File: config.mk
export PLATFORM = sky130hd
export DESIGN_NAME = hfr_ctrl
export DESIGN_NICKNAME = d
export VERILOG_FILES = /design/src/rtl/hfr_pkg.sv /design/src/rtl/hfr_ctrl.sv
export SDC_FILE = /design/constraint.sdc
export NUM_CORES = 1
export LEC_CHECK = 0
export BUFFER_PORTS_ARGS = -buffer_cell sky130_fd_sc_hd__buf_2
export CAP_MARGIN = 20
export CORE_AREA = 2 2 39 41
export CTS_CLUSTER_SIZE = 40
export DETAILED_ROUTE_END_ITERATION = 8
export DIE_AREA = 0 0 41 43
export HOLD_SLACK_MARGIN = 0.08
export PLACE_DENSITY = 0.57
export REMOVE_ABC_BUFFERS = 1
export SLEW_MARGIN = 20
export SYNTH_ARGS = -nofsm -noshare
export SYNTH_HDL_FRONTEND = slang
export SYNTH_SLANG_ARGS = --single-unit
export TNS_END_PERCENT = 5
File: constraint.sdc
create_clock -name clk -period 1.6 [get_ports clk]
set_input_delay 0.48 -clock clk [delete_from_list [all_inputs] [get_ports clk]]
set_output_delay 0.48 -clock clk [all_outputs]
set_load 0.01 [all_outputs]
File: src/rtl/hfr_pkg.sv
// ----------------------------------------------------------------------------
// hfr_pkg
// Types and constants shared by the handshake fragment reassembly modules.
// ----------------------------------------------------------------------------
package hfr_pkg;

  localparam int OUT_LEN_W = 12;

  localparam logic [2:0] ST_OK        = 3'd0;
  localparam logic [2:0] ST_DROPPED   = 3'd1;
  localparam logic [2:0] ST_INVALID   = 3'd2;
  localparam logic [2:0] ST_OVERRUN   = 3'd3;
  localparam logic [2:0] ST_NO_SLOT   = 3'd4;
  localparam logic [2:0] ST_TOO_LONG  = 3'd5;
  localparam logic [2:0] ST_NOT_READY = 3'd6;

  localparam logic       OP_APPEND = 1'b0;
  localparam logic       OP_FETCH  = 1'b1;

  // Register index bit of the configuration address (byte address 4*i).
  localparam logic       REG_WINDOW   = 1'b0;
  localparam logic [7:0] WINDOW_RESET = 8'd10;

  typedef struct packed {
    logic        opcode;
    logic [15:0] expected_seq;
    logic [15:0] msg_seq;
    logic [7:0]  msg_type;
    logic [23:0] msg_length;
    logic [23:0] frag_offset;
    logic [23:0] frag_length;
  } in_t;

  typedef struct packed {
    logic [2:0]           status;
    logic                 complete;
    logic [7:0]           out_type;
    logic [OUT_LEN_W-1:0] out_length;
    logic [15:0]          out_seq;
  } out_t;

  typedef struct packed {
    logic load;
    logic scan;
    logic eval;
    logic clear;
    logic check;
    logic walk;
  } cmd_t;

  typedef struct packed {
    logic scan_last;
    logic eval_alloc;
    logic eval_check;
    logic clear_last;
    logic chk_walk;
    logic walk_done;
  } sts_t;

endpackage

File: src/rtl/hfr_ctrl.sv
// ----------------------------------------------------------------------------
// hfr_ctrl
// Sequencer: slot scan, decision, bitmap clear, check and bitmap walk.
// ----------------------------------------------------------------------------
module hfr_ctrl (
  input  logic          clk,
  input  logic          rst_n,
  input  logic          start,
  output logic          busy,
  input  hfr_pkg::sts_t sts,
  output hfr_pkg::cmd_t cmd
);

  typedef enum logic [5:0] {
    S_IDLE  = 6'b000001,
    S_SCAN  = 6'b000010,
    S_EVAL  = 6'b000100,
    S_CLEAR = 6'b001000,
    S_CHECK = 6'b010000,
    S_WALK  = 6'b100000
  } state_t;

  state_t state_r, state_nxt;

  always_ff @(posedge clk) begin
    if (!rst_n) begin
      state_r <= S_IDLE;
    end else begin
      state_r <= state_nxt;
    end
  end

  assign busy = (state_r != S_IDLE);

  always_comb begin
    state_nxt = state_r;
    cmd       = '0;
    unique case (state_r)
      S_IDLE: begin
        if (start) begin
          cmd.load  = 1'b1;
          state_nxt = S_SCAN;
        end
      end
      S_SCAN: begin
        cmd.scan = 1'b1;
        if (sts.scan_last) begin
          state_nxt = S_EVAL;
        end
      end
      S_EVAL: begin
        cmd.eval = 1'b1;
        if (sts.eval_alloc) begin
          state_nxt = S_CLEAR;
        end else if (sts.eval_check) begin
          state_nxt = S_CHECK;
        end else begin
          state_nxt = S_IDLE;
        end
      end
      S_CLEAR: begin
        cmd.clear = 1'b1;
        if (sts.clear_last) begin
          state_nxt = S_CHECK;
        end
      end
      S_CHECK: begin
        cmd.check = 1'b1;
        state_nxt = sts.chk_walk ? S_WALK : S_IDLE;
      end
      S_WALK: begin
        cmd.walk = 1'b1;
        if (sts.walk_done) begin
          state_nxt = S_IDLE;
        end
      end
      default: begin
        state_nxt = S_IDLE;
      end
    endcase
  end

endmodule

==> results.md <==
* Status: finished with violations
* Failing checks: negative setup slack
* Skew-Pair Late Insertion Delay at 0.25 ns
* Async S/R FF share, synth at 0%
* First-pass GRT wire length at ~1.9 mm
* Syn-to-layout area delta at 78.9%
* Fmax at 566 MHz
* Total number of vias at 449
* Synth cell count leaders: nor2_1 (7), dfxtp_1 (6), inv_1 (4), nand3b_1 (4)
* Ant diodes at 0
* Post-route cell area at 678 µm²
* Routed WL at 1.12 mm
* Cell accounting for the most synthesized area: dfxtp_1
* Die height at 43 µm
* H-tree depth at 1
* Reg power frac at roughly two fifths
* CP max stage cell: dfxtp_2
* Pwr Density at between 600 and 700 mW/mm²
* Worst path bufs/invs at 2
* Core Region at 0.00138 mm²
* Fin crit period at roughly 1.8 ns
* Multi-input combinational cell area at between 200 and 300 µm²
* Avg Vias per Cell at between 4 and 5
* Hold Path End: state_r[1]$_SDFFE_PN0P_
* Synth warn at 0
* Top reg by flops: state_r
* Number of enable flip-flop cells after synthesis at 0
* CTS tree: built
* CP Max Fanout at 2
* Vias in the first global route at 448
* Tot Pwr at 0.424 mW
* Peak supply drop at 0.319 mV
* Worst clock skew at 0.00280 ns
* Total track usage at between 10% and 20%
* Ports at 16
* Critical path's largest stage delay at around 0.33 ns
* Required time of the critical path at 1.12 ns
* Worst r2r src: state_r[2]$_SDFFE_PN0P_
* Cells after synthesis at 47
* Initial antenna violation count at 0
* RSZ-0062 raised after global routing: yes
* Delay-heaviest family, CP: simple AND/OR/NAND/NOR gates
* Sink Count at 6
* Die X-Extent at 41 µm
* Pleak at 0.319 nW
* Port bufs at 15
* Register Area at ~130 µm²
* Netlist Area Pre-Place at about 380 µm²
* Final Hold Fails at 0
* Worst-path cell chain: nor4_4, nand3b_1, buf_4, buf_6
* Hold WS at between 0.4 and 0.5 ns
* Critical path type: reg2out
* Min-delay src: rst_n
* Detailed Routing Iterations Pass 1 at 3
* Grt ovf at 0
* Rows at 14
* Root Buffer: clkbuf_4
* Worst hold path type: in2reg
* Maxcap violations at 0
* Total CTS buffers at 3
* Post-DP HPWL at 805 µm
* Initial drt markers at 8
* Comb pwr share at 26.3%
* Final Max Tran Viols at 0
* Crit Reg-Reg Endpoint: state_r[0]$_SDFFE_PN1P_
* Yosys top cell area share at 31.7%
* Wire per inst at about 12 µm
* Post-synthesis register bit count at 6
* Worst setup margin at -0.166 ns
* Filler cells at 140
* Reg2Reg Depth at 11
* Most common cell in the synthesized netlist: nor2_1
* CP Capture Type: primary output
* Startpoint Class: flop
* Avg Synthesized Cell Area at between 8 and 9 µm²
* Post-DP Area at between 500 and 600 µm²
* Synth area leaders: dfxtp_1 (32%), nand3b_1 (7.9%), nor2_1 (6.9%)
* DRC at 0
* Int Power at 0.312 mW
* CP Depth at 4
* Clock Pin Slew Worst Setup and Hold Paths at 0.04 ns
* Initial Util at 27.4%
* Transition time of the tightest slew-check pin at 0.358 ns
* Largest regs: state_r x6
* Largest net degree at the start of global routing at 8
* Relative slew margins at between 70 and 80%
* R2r setup slk at -0.14 ns
* Sequential cell area fraction in the yosys report at 31.7%
* Layout cells sized above 1 at 60.8%
* Synth Flop Type: dfxtp_1
* Final #Nets at 90
* Switching power at 0.112 mW
* CTS Hold Bufs at 0
* Max reg flops at 6
* Final ANT Viol Nets at 0
* Die ar. at 0.00176 mm²
* CP Data Arrival Time at around 1.3 ns
* Post-Place Setup Slack at 0.0158 ns
* Clk pwr share at 32.9%
* Final Wtd Congestion at between 0.7 and 0.8
* Post-route setup TNS at -1.04 ns
* Worst hold stages at 2
* Tcrit/Tclk final at 110%
* Final setup viols at 8
* Library cells used by synthesis at 21
* Sw Ratio at 26.4%
* CTS max path bufs at 2
[what timing repair did]
action | 4_1_cts | 5_1_grt
resized for setup | 12 | 7
setup endpoints to repair | 7 | 10
pin swaps | 6 | 9
buffers inserted | 6 | 1
[per-layer routing]
| layer | vias to the layer above | routed length, µm | GRT usage, % |
|---|---|---|---|
| li1 | 233 | - | - |
| met1 | 195 | 486 | 20.6 |
| met2 | 16 | 549 | 23.1 |
| met3 | 5 | 48 | 1.57 |
| met4 | 0 | 38 | 12.0 |
| met5 | - | 0 | 0 |
[power by group through the flow]
stage               combinational, mW  clock, mW  sequential, mW
floorplan                      0.0440          0           0.167
global placement               0.0854          0           0.167
detailed placement             0.0851          0           0.168
CTS                             0.103      0.146           0.172
global route                    0.121      0.155           0.174
finish                          0.112      0.140           0.173
[cell families after synthesis]
group                  synth area share (%)
AO/OA/AOI/OAI                          14.9
XOR/XNOR                               2.31
buffers and inverters                  3.96
flip-flops                             31.7
AND/OR/NAND/NOR                        47.2
[metrics by stage]
step	utilization [%]	instances
after CTS	46.9	94
after floorplan	-	47
after global routing	49.0	95
after global placement	38.1	85
final	49.0	95
after detailed placement	38.1	85
[worst max-delay path by stage]
stage	start	endpoint
2_1_floorplan	state_r[3]$_SDFFE_PN0P_	cmd[5]
4_1_cts	state_r[3]$_SDFFE_PN0P_	cmd[5]
6_report	state_r[2]$_SDFFE_PN0P_	busy
3_5_place_dp	state_r[3]$_SDFFE_PN0P_	cmd[5]
3_3_place_gp	state_r[3]$_SDFFE_PN0P_	busy
5_1_grt	state_r[2]$_SDFFE_PN0P_	state_r[0]$_SDFFE_PN1P_
[cells in the final DEF (no fill, tap or decap)]
master,instances
and3b_4,1
dfxtp_2,5
nor2_1,4
or3b_2,1
a21oi_1,3
nor2_2,3
nand2_1,2
clkbuf_4,3
or3_4,1
o21bai_1,1
dfxtp_4,1
xnor2_1,1
o21ai_0,2
o21a_1,1
or2b_1,2
buf_6,4
a211oi_1,1
buf_2,13
nand3b_1,4
nor4_4,3
buf_4,12
a2111oi_0,1
nor4_1,1
nor3_1,2
nor2b_1,2
inv_1,4
nor2b_4,1
[worst reg2reg max path, stage by stage (launching register included)]
cell      delay, ns
dfxtp_2        0.33
buf_6          0.13
nor4_4         0.21
nand2_1        0.11
buf_4          0.14
buf_4          0.12
buf_4          0.12
buf_4          0.12
buf_4          0.12
nor2_2         0.08
nor4_1         0.06
o21bai_1       0.13
[cell type report]
cell class              count  share of cell area (%)
multi-input cells          37                    42.8
inverters                   4                    2.21
clock buffers               3                    3.32
well taps                  16                    2.95
flip-flops and latches      6                    19.2
repair buffers             29                    29.5
Note: power is estimated with default switching activity, not from simulation.
